==> src/cmr_pkg.sv <==
package cmr_pkg;

    localparam int MAX_POINTS = 4;
    localparam int IDX_W      = $clog2(MAX_POINTS);
    localparam int CNT_W      = $clog2(MAX_POINTS + 1);

    localparam int COORD_W    = 24;
    localparam int THR_W      = 40;
    localparam int OUTCOME_W  = 3;
    localparam int SLOT_W     = 2;
    localparam int PCOUNT_W   = 3;

    localparam logic [THR_W-1:0] THR_RESET = 40'd335544;

    localparam int APB_ADDR_W = 4;
    localparam int APB_DATA_W = 64;
    localparam int REG_LSB    = 3;

    // register index taken from paddr[REG_LSB]
    localparam logic REG_NEAR_THRESHOLD = 1'b0;

    typedef enum logic [OUTCOME_W-1:0] {
        OUT_FRESH   = 3'd0,
        OUT_APPEND  = 3'd1,
        OUT_REPLACE = 3'd2,
        OUT_CLOSE   = 3'd3,
        OUT_INSIDE  = 3'd4
    } t_outcome;

    typedef enum logic [3:0] {
        ST_IDLE,
        ST_LOAD,
        ST_DIFF_C,
        ST_SQ_C,
        ST_ACC_C,
        ST_CEN,
        ST_DIFF_1,
        ST_SQ_1,
        ST_ACC_1,
        ST_SQ_2,
        ST_ACC_2,
        ST_INSIDE,
        ST_WRITE
    } t_state;

    typedef enum logic [3:0] {
        DP_NOP,
        DP_CAPTURE,
        DP_LOAD,
        DP_DIFF_C,
        DP_SQ_MAG,
        DP_SQ,
        DP_ACC_C,
        DP_CEN,
        DP_DIFF_1,
        DP_ACC_1,
        DP_ACC,
        DP_WRITE
    } t_dp_op;

    typedef struct packed {
        t_dp_op           op;
        logic [IDX_W-1:0] idx;
    } t_dp_cmd;

    typedef struct packed {
        logic too_close;
        logic in_centroid;
    } t_dp_sts;

endpackage

==> src/cmr_ctrl.sv <==
module cmr_ctrl (
    input  logic                             i_clk,
    input  logic                             i_rst_n,
    input  logic                             i_start,
    input  logic                             i_fresh,
    output logic                             o_busy,
    output cmr_pkg::t_dp_cmd                 o_cmd,
    input  cmr_pkg::t_dp_sts                 i_sts,
    output logic                             o_valid,
    output cmr_pkg::t_outcome                o_outcome,
    output logic [cmr_pkg::IDX_W-1:0]        o_slot,
    output logic [cmr_pkg::CNT_W-1:0]        o_count
);

    localparam int IDX_W = cmr_pkg::IDX_W;
    localparam int CNT_W = cmr_pkg::CNT_W;

    cmr_pkg::t_state   r_state, n_state;
    logic [IDX_W-1:0]  r_idx, n_idx;
    logic [CNT_W-1:0]  r_count, n_count;
    logic              r_fresh, n_fresh;
    logic              r_valid, n_valid;
    cmr_pkg::t_outcome r_outcome, n_outcome;
    logic [IDX_W-1:0]  r_slot, n_slot;
    logic [CNT_W-1:0]  r_pcount, n_pcount;

    logic              w_last;

    assign w_last = (CNT_W'(r_idx) + CNT_W'(1)) == r_count;

    always_comb begin
        n_state = r_state;
        unique case (r_state)
            cmr_pkg::ST_IDLE: begin
                if (i_start) begin
                    n_state = (i_fresh || r_count == '0) ? cmr_pkg::ST_WRITE
                                                         : cmr_pkg::ST_LOAD;
                end
            end
            cmr_pkg::ST_LOAD:   n_state = cmr_pkg::ST_DIFF_C;
            cmr_pkg::ST_DIFF_C: n_state = cmr_pkg::ST_SQ_C;
            cmr_pkg::ST_SQ_C:   n_state = cmr_pkg::ST_ACC_C;
            cmr_pkg::ST_ACC_C:  n_state = cmr_pkg::ST_CEN;
            cmr_pkg::ST_CEN: begin
                n_state = i_sts.too_close ? cmr_pkg::ST_IDLE : cmr_pkg::ST_DIFF_1;
            end
            cmr_pkg::ST_DIFF_1: n_state = cmr_pkg::ST_SQ_1;
            cmr_pkg::ST_SQ_1:   n_state = cmr_pkg::ST_ACC_1;
            cmr_pkg::ST_ACC_1:  n_state = cmr_pkg::ST_SQ_2;
            cmr_pkg::ST_SQ_2:   n_state = cmr_pkg::ST_ACC_2;
            cmr_pkg::ST_ACC_2:  n_state = cmr_pkg::ST_INSIDE;
            cmr_pkg::ST_INSIDE: begin
                if (i_sts.in_centroid) begin
                    n_state = cmr_pkg::ST_IDLE;
                end else if (w_last) begin
                    n_state = cmr_pkg::ST_WRITE;
                end else begin
                    n_state = cmr_pkg::ST_LOAD;
                end
            end
            cmr_pkg::ST_WRITE:  n_state = cmr_pkg::ST_IDLE;
            default:            n_state = cmr_pkg::ST_IDLE;
        endcase
    end

    always_comb begin
        o_cmd.op  = cmr_pkg::DP_NOP;
        o_cmd.idx = r_idx;
        n_idx     = r_idx;
        n_count   = r_count;
        n_fresh   = r_fresh;
        n_valid   = 1'b0;
        n_outcome = r_outcome;
        n_slot    = r_slot;
        n_pcount  = r_pcount;
        unique case (r_state)
            cmr_pkg::ST_IDLE: begin
                if (i_start) begin
                    o_cmd.op = cmr_pkg::DP_CAPTURE;
                    n_idx    = '0;
                    n_fresh  = i_fresh;
                end
            end
            cmr_pkg::ST_LOAD:   o_cmd.op = cmr_pkg::DP_LOAD;
            cmr_pkg::ST_DIFF_C: o_cmd.op = cmr_pkg::DP_DIFF_C;
            cmr_pkg::ST_SQ_C:   o_cmd.op = cmr_pkg::DP_SQ_MAG;
            cmr_pkg::ST_ACC_C:  o_cmd.op = cmr_pkg::DP_ACC_C;
            cmr_pkg::ST_CEN: begin
                o_cmd.op = cmr_pkg::DP_CEN;
                if (i_sts.too_close) begin
                    n_valid   = 1'b1;
                    n_outcome = cmr_pkg::OUT_CLOSE;
                    n_slot    = '0;
                    n_pcount  = r_count;
                end
            end
            cmr_pkg::ST_DIFF_1: o_cmd.op = cmr_pkg::DP_DIFF_1;
            cmr_pkg::ST_SQ_1:   o_cmd.op = cmr_pkg::DP_SQ;
            cmr_pkg::ST_ACC_1:  o_cmd.op = cmr_pkg::DP_ACC_1;
            cmr_pkg::ST_SQ_2:   o_cmd.op = cmr_pkg::DP_SQ;
            cmr_pkg::ST_ACC_2:  o_cmd.op = cmr_pkg::DP_ACC;
            cmr_pkg::ST_INSIDE: begin
                if (i_sts.in_centroid) begin
                    n_valid   = 1'b1;
                    n_outcome = cmr_pkg::OUT_INSIDE;
                    n_slot    = '0;
                    n_pcount  = r_count;
                end else if (!w_last) begin
                    n_idx = r_idx + IDX_W'(1);
                end
            end
            cmr_pkg::ST_WRITE: begin
                o_cmd.op = cmr_pkg::DP_WRITE;
                n_valid  = 1'b1;
                if (r_fresh) begin
                    o_cmd.idx = '0;
                    n_count   = CNT_W'(1);
                    n_outcome = cmr_pkg::OUT_FRESH;
                end else if (r_count >= CNT_W'(cmr_pkg::MAX_POINTS)) begin
                    // the first slot is always nearest its own centroid
                    o_cmd.idx = '0;
                    n_outcome = cmr_pkg::OUT_REPLACE;
                end else begin
                    o_cmd.idx = r_count[IDX_W-1:0];
                    n_count   = r_count + CNT_W'(1);
                    n_outcome = cmr_pkg::OUT_APPEND;
                end
                n_slot   = o_cmd.idx;
                n_pcount = n_count;
            end
            default: begin
            end
        endcase
    end

    always_ff @(posedge i_clk) begin
        if (!i_rst_n) begin
            r_state <= cmr_pkg::ST_IDLE;
            r_count <= '0;
            r_valid <= 1'b0;
        end else begin
            r_state <= n_state;
            r_count <= n_count;
            r_valid <= n_valid;
        end
    end

    always_ff @(posedge i_clk) begin
        r_idx     <= n_idx;
        r_fresh   <= n_fresh;
        r_outcome <= n_outcome;
        r_slot    <= n_slot;
        r_pcount  <= n_pcount;
    end

    assign o_busy    = r_state != cmr_pkg::ST_IDLE;
    assign o_valid   = r_valid;
    assign o_outcome = r_outcome;
    assign o_slot    = r_slot;
    assign o_count   = r_pcount;

endmodule

==> config.mk <==
export PLATFORM = sky130hd
export DESIGN_NAME = cmr_ctrl
export DESIGN_NICKNAME = d
export VERILOG_FILES = /design/src/cmr_pkg.sv /design/src/cmr_ctrl.sv
export SDC_FILE = /design/constraint.sdc
export NUM_CORES = 1
export LEC_CHECK = 0
export BUFFER_PORTS_ARGS = -buffer_cell sky130_fd_sc_hd__buf_2
export CAP_MARGIN = 0
export CORE_MARGIN = 2
export CORE_UTILIZATION = 53
export CTS_CLUSTER_SIZE = 14
export DETAILED_ROUTE_END_ITERATION = 8
export HOLD_SLACK_MARGIN = 0.05
export PLACE_DENSITY = 0.87
export SLEW_MARGIN = 5
export SYNTH_ARGS = -nofsm -noshare
export SYNTH_HDL_FRONTEND = slang
export SYNTH_SLANG_ARGS = --single-unit
==> constraint.sdc <==
create_clock -name i_clk -period 2.1 [get_ports i_clk]
set_clock_uncertainty 0.2 [all_clocks]
set_input_delay 0.63 -clock i_clk [delete_from_list [all_inputs] [get_ports i_clk]]
set_output_delay 0.63 -clock i_clk [all_outputs]
set_load 0.005 [all_outputs]
# == After elaboration in Yosys (flattened, before gate mapping) ==
# Cells that the tools add are included.
# word_totals
reg_bits,19
in_bits,6
wordCells,71
# classes
addsub,3
order_cmp,1
n_eq_ne,18
muxes,31
reduce_logical,10
# op_table
op,count
4-bit case mux with 12 select lines,1
4-bit case mux with 11 select lines,1
3-bit two-way mux,8
4-bit equality test (second input constant),5
2-bit two-way mux,9
3-bit case mux with 3 select lines,2
4-bit by 3-bit equality test with 1-bit output (second input constant),4
4-bit two-way mux,4
2-bit inequality test (second input constant),5
4-bit by 2-bit equality test with 1-bit output (second input constant),2
2-bit case mux with 3 select lines,1
4-bit by 1-bit equality test with 1-bit output (second input constant),1
4-bit zero test,1
2-bit case mux with 2 select lines,1
4-bit AND reduction,1
4-bit nonzero test,1
2-bit by 1-bit adder with 3-bit output (second input constant),1
3-bit by 1-bit adder with 3-bit output (second input constant),1
3-bit equality test,1
3-bit >= comparator (second input constant),1
3-bit zero test,1
1-bit two-way mux,3
1-bit case mux with 3 select lines,1
3-bit AND reduction,1
6 further kinds,6

# == Logic depth before layout (Yosys ltp) ==
# Gate-level depths: netlist of run 1.
# depth
ltp_word,5
ltp_mapped,5

# == Worst setup path before layout of run 1 ==
# No wires, ideal clock.
# synth_timing
path_kind,register to output
start,register r_state[0]
end,output o_cmd[0] (netlist bit)
arrival_ns,1.181
required_time_ns,1.270
slack_ns,0.089
stages_incl_launch_ff,6
cell_sequence,dfxtp_1 > clkbuf_1 > nor3b_1 > nand2_1 > nor3b_1 > a21o_1
# synth_lines
item,line,source
"start, declared",cmr_ctrl.sv:18,"cmr_pkg::t_state r_state, n_state;"
"start signal, assigned",cmr_ctrl.sv:138,r_state <= cmr_pkg::ST_IDLE;
"start signal, assigned",cmr_ctrl.sv:142,r_state <= n_state;
"end, declared",cmr_ctrl.sv:7,"output cmr_pkg::t_dp_cmd o_cmd,"

==> results of run 1 <==
[final timing paths]
kind         cells after the start  endpoint        from  slack [ps]
max                              5  o_cmd[1]  r_state[1]        -180
min                              1   r_fresh     i_fresh         330
max reg2reg                      5  r_idx[1]    r_idx[0]         170
min reg2reg                      1  r_idx[0]    r_idx[0]         450
[registers in the layout (all words and copies together) (netlist names)]
register	flops
o_valid	1
r_state	4
o_outcome	3
o_slot	2
r_idx	2
o_count	3
r_fresh	1
r_count	3
[what timing repair did]
item                                    in CTS  in global routing
endpoints found under the setup margin       7                  7
pin swaps                                    4                  5
buffers inserted                             4                  8
resized for setup                           16                 12
endpoints found under the hold margin        0                  0
[layout make-up]
type / instances / share of cell area (%)
Clock inverter: 1 / 0.345
Sequential cell: 19 / 34.4
Clock buffer: 3 / 1.55
Multi-Input combinational cell: 74 / 37.9
Inverter: 5 / 1.29
Tap cell: 27 / 2.33
Timing Repair Buffer: 44 / 22.2
[worst max-delay path: cells and delay by family, from the launching register on]
kind,cells,cell delay (ps)
AO/OA/AOI/OAI,1,140
buffers and inverters,2,220
flip-flops,1,380
AND/OR/NAND/NOR,2,410
[per-stage QoR]
stage | total power [mW] | util, %
final | 1.76 | 74.7
after global routing | 1.87 | 74.7
after CTS | 1.64 | 70.7
after detailed placement | 1.36 | 65.5
after global placement | 1.33 | 65.5
after floorplan | 1.12 | -
[cell usage after synthesis, types with 2 or more instances]
master / count
a21o_1: 4
a21oi_1: 6
and2_1: 7
buf_2: 2
buf_6: 2
clkbuf_1: 4
dfxtp_1: 8
edfxtp_1: 11
ha_1: 4
inv_1: 4
nand2_1: 8
nand4b_1: 2
nor2_1: 7
nor3b_1: 2
o21ai_0: 3
o21ai_1: 6
xnor2_1: 2
xor2_1: 3
[logic make-up (layout without fill, tap and decap cells)]
logic type | count (synthesis) | after routing | synth area share, %
buffers and inverters | 14 | 53 | 6.45
multiplexers | 1 | 1 | 0.922
adder cells (fa/ha/maj) | 4 | 4 | 4.61
flip-flops | 19 | 19 | 45.2
AO/OA/AOI/OAI | 29 | 29 | 19.7
AND/OR/NAND/NOR | 35 | 35 | 19.1
XOR/XNOR | 5 | 5 | 4.03
[where the power goes]
group / total, mW / switching, mW / internal [mW]
logic: 1.02 / 0.468 / 0.549
clock network: 0.187 / 0.116 / 0.0710
registers: 0.553 / 0.0655 / 0.488
[layout by cell type, fill, tap and decap left out, types with 2 or more instances in the layout]
cell,n
clkbuf_4,3
xnor2_1,2
ha_1,4
dfxtp_1,3
nor2_1,6
o21ai_0,2
buf_6,9
a21oi_1,6
o21ai_1,7
nand4b_1,2
buf_4,14
dfxtp_2,4
and2_1,6
nand2_2,2
nand2_1,6
edfxtp_1,11
inv_1,4
a21o_1,4
buf_2,20
xor2_1,3
nor3b_2,2
[per-layer routing]
| layer | vias to the layer above | GRT usage, % |
|---|---|---|
| met4 | 0 | 11.9 |
| li1 | 463 | - |
| met5 | - | 0 |
| met3 | 8 | 2.15 |
| met1 | 451 | 21.7 |
| met2 | 29 | 36.5 |
==> results.json, run 1 <==
{
  "arrival_ps": 1450,
  "routed-wl-met3_um": 104,
  "ant_nets": 0,
  "port_buffers": 21,
  "synthCells": 107,
  "worstSkewPairLatency_ps": 300,
  "post_drt_via_cell_ratio": 5.50,
  "grt_use_total_pct": 19.9,
  "outcome": "finished with violations",
  "synthFlopType": "edfxtp_1",
  "violations": "negative setup slack",
  "place_area_mm2": 0.00127,
  "netlist_area_mm2": 0.00109,
  "p_per_area_mw_per_mm2": 1210,
  "startpoint_type": "flop",
  "seq_area_um2": 499,
  "synth_seq_cells": 19,
  "root_buffer": "clkbuf_4",
  "fin_setup_tns_ps": -794,
  "initialDrtViolationCount": 14,
  "required_ps": 1270,
  "hold_viol": 0,
  "maxCapViolations": 0,
  "cts.reportedPaths.clkPinSlew_ps": 110,
  "diodes": 0,
  "multi_input_area_um2": 551,
  "dp.cells": 159,
  "cp_slowest_cell": "dfxtp_4",
  "synth_area_leaders": "edfxtp_1, dfxtp_1, ha_1",
  "max_freq_ghz": 0.438,
  "die_h_um": 49.3,
  "dieArea_mm2": 0.00243,
  "slowest_delay_ps": 380,
  "gp_congestion": 0.927,
  "wl_per_cell_um": 14.2,
  "cp-end-kind": "primary output",
  "drive_gt1_share_pct": 46.6,
  "cts_tree": "built",
  "clk_path_buf_depth": 2,
  "top_layer": "met4",
  "core_mm2": 0.00194,
  "htreeDepth": 1,
  "drt_first_pass_iters": 4,
  "critPathKind": "flop to primary output",
  "grt_max_degree": 14,
  "syn_to_final_growth_pct": 33.6,
  "grt_first_pass_wirelength_um": 3700,
  "yosysWarnings": 0,
  "synth_top_cell_by_area": "edfxtp_1",
  "boundaryPins": 22,
  "route.met2.wl_um": 1280,
  "numCtsBuffers": 3,
  "slew_headroom_pct": 74.9,
  "holdWs_ps": 326,
  "min_path_type": "primary input to flop",
  "crit_path_max_fanout": 3,
  "yosysTopAreaCellShare_pct": 30.4,
  "synth_fp_nets": 117,
  "yosysSeqAreaShare_pct": 45.2,
  "final_nets": 157,
  "preCtsSetupSlack_ps": 60.1,
  "met1Wirelength_um": 1000,
  "fill_cells": 155,
  "design_area_mm2": 0.00145,
  "wirelength_um": 2470,
  "p_leak_nw": 0.622,
  "antenna_found_initial": 0,
  "rows": 16,
  "final_cells": 173,
  "rsz0062_at_grt": "yes",
  "synth_edf_count": 11,
  "setup_viol": 7,
  "post-route-period-util_pct": 109,
  "grt_pass1_vias": 858,
  "drc": 0,
  "grt-ovfl-total": 0,
  "die_w_um": 49.3,
  "worst_pin_slew_ps": 375,
  "path_cells": "buf_6 > and4bb_2 > and3_4 > a21o_1 > buf_2",
  "dpl.hpwl_um": 1620,
  "start_util_pct": 55.9,
  "syn_avg_cell_area_um2": 10.1,
  "peakVddDrop_v": 0.000882,
  "ctsHoldBuffers": 0,
  "vias": 951,
  "setup_slack_ps": -182,
  "final-max-slew-violation-count": 0,
  "cts.sinks": 19,
  "synth_cell_types": 40,
  "fin_crit_ps": 2280,
  "async_flop_share_pct": 0
}
No activity file was read; power rests on OpenSTA's default activity.
==> inputs of run 2 (changes only) <==
--- a/config.mk
+++ b/config.mk
@@ -7,13 +7,15 @@
 export LEC_CHECK = 0
 export BUFFER_PORTS_ARGS = -buffer_cell sky130_fd_sc_hd__buf_2
 export CAP_MARGIN = 0
+export CELL_PAD_IN_SITES_DETAIL_PLACEMENT = 1
+export CELL_PAD_IN_SITES_GLOBAL_PLACEMENT = 1
 export CORE_MARGIN = 2
-export CORE_UTILIZATION = 53
+export CORE_UTILIZATION = 41
 export CTS_CLUSTER_SIZE = 14
 export DETAILED_ROUTE_END_ITERATION = 8
 export HOLD_SLACK_MARGIN = 0.05
-export PLACE_DENSITY = 0.87
-export SLEW_MARGIN = 5
+export PLACE_DENSITY = 0.88
+export SLEW_MARGIN = 40
 export SYNTH_ARGS = -nofsm -noshare
 export SYNTH_HDL_FRONTEND = slang
 export SYNTH_SLANG_ARGS = --single-unit
==> results.json, run 2 (same netlist as run 1, synthesis figures left out) <==
{
  "reg2reg_from": "r_idx[0]",
  "core_mm2": 0.00250,
  "outcome": "finished with violations",
  "cts.reportedPaths.clkPinSlew_ps": 110,
  "peakVddDrop_v": 0.000800,
  "required_ps": 1270,
  "hold_start": "i_fresh",
  "drc": 0,
  "slew_headroom_pct": 81.6,
  "hold_viol": 0,
  "rows": 18,
  "grt_use_total_pct": 20.8,
  "numCtsBuffers": 3,
  "vias": 963,
  "dieArea_mm2": 0.00308,
  "max_freq_ghz": 0.431,
  "gp_congestion": 0.858,
  "p_per_area_mw_per_mm2": 1240,
  "largest_reg_flops": 4,
  "post-route-period-util_pct": 110,
  "rsz0062_at_grt": "yes",
  "grt_pass1_vias": 1037,
  "holdWs_ps": 324,
  "final-max-slew-violation-count": 0,
  "p_leak_nw": 0.629,
  "wirelength_um": 3050,
  "post_drt_via_cell_ratio": 5.47,
  "grt_max_degree": 13,
  "final_common_cell": "buf_2",
  "wl_per_cell_um": 17.3,
  "min_path_type": "primary input to flop",
  "cts.sinks": 19,
  "grt-ovfl-total": 0,
  "initialDrtViolationCount": 13,
  "port_buffers": 21,
  "antenna_found_initial": 0,
  "crit_path_max_fanout": 4,
  "fin_crit_ps": 2320,
  "syn_to_final_growth_pct": 36.5,
  "final_cells": 176,
  "clk_path_buf_depth": 2,
  "root_buffer": "clkbuf_4",
  "timing.rr.end": "r_idx[0]",
  "critPathKind": "flop to primary output",
  "htreeDepth": 1,
  "worst_pin_slew_ps": 272,
  "whs_path_depth": 1,
  "maxCapViolations": 0,
  "start_util_pct": 43.4,
  "dpl.hpwl_um": 2040,
  "drt_first_pass_iters": 4,
  "dp.cells": 162,
  "boundaryPins": 22,
  "crit_start": "r_state[0]",
  "drive_gt1_share_pct": 50.7,
  "min_to": "r_fresh",
  "cp-end-kind": "primary output",
  "die_h_um": 55.5,
  "setup_slack_ps": -220,
  "cts_tree": "built",
  "die_w_um": 55.5,
  "reg2reg_depth": 5,
  "r2r_slack_ps": 130,
  "violations": "negative setup slack",
  "arrival_ps": 1490,
  "layout_common_cells": "buf_2, buf_4, edfxtp_1, buf_6",
  "diodes": 0,
  "worstSkewPairLatency_ps": 300,
  "final_nets": 157,
  "grt_first_pass_wirelength_um": 5000,
  "ant_nets": 0,
  "setup_viol": 7,
  "ctsHoldBuffers": 0,
  "regMostFlops": "r_state",
  "startpoint_type": "flop"
}
==> run 2: critical path: stages, from the launching register on <==
cell and delay, ps:
dfxtp_2 380, buf_6 120, and4bb_2 260, and3_4 180, a21o_1 150, buf_2 120
==> run 2: where the power goes <==
group,switching [mW],total (mW),internal [mW]
clock,0.115,0.186,0.0710
combinational,0.530,1.11,0.577
sequential,0.0698,0.553,0.483
==> run 2: final cells by class <==
cell class	instances	area [um^2]
clock inverter	1	5.00
sequential	19	495
tap	30	37.5
fill	283	1020
inverter	5	18.8
multi-input combinational	74	586
clock buffer	3	22.5
timing repair buffer	44	318
==> run 2: worst max-delay path by stage <==
stage | to | slack [ps]
6_report | o_cmd[1] | -220
4_1_cts | o_cmd[1] | -210
3_3_place_gp | o_cmd[2] | 60
2_1_floorplan | o_cmd[0] | 90
5_1_grt | o_cmd[0] | -310
3_5_place_dp | o_cmd[0] | -20
==> run 2: per-stage QoR <==
| step | TNS [ps] | worst slack [ps] | power (mW) | instance area (um^2) | util (%) |
|---|---|---|---|---|---|
| 2_1_floorplan | 0 | 89.2 | 1.12 | 1090 | - |
| 3_3_place_gp | 0 | 63.2 | 1.35 | 1270 | 51.0 |
| 3_5_place_dp | -19.5 | -19.5 | 1.40 | 1270 | 51.0 |
| 4_1_cts | -927 | -209 | 1.80 | 1450 | 58.1 |
| 5_1_grt | -1460 | -314 | 1.96 | 1480 | 59.3 |
| 6_report | -957 | -220 | 1.85 | 1480 | 59.3 |
==> run 2: repair_timing <==
action | CTS | global route
pin swaps | 6 | 2
setup buffers | 9 | 3
gates resized for setup | 24 | 8
endpoints found under the setup margin | 7 | 18
==> run 2: metal layers <==
layer  vias to the layer above  track usage [%]  wire, um
li1                        462                -         -
met1                       467             21.4      1170
met2                        24             39.1      1710
met3                        10             3.51        82
met4                         0             11.8        82
met5                         -                0         0
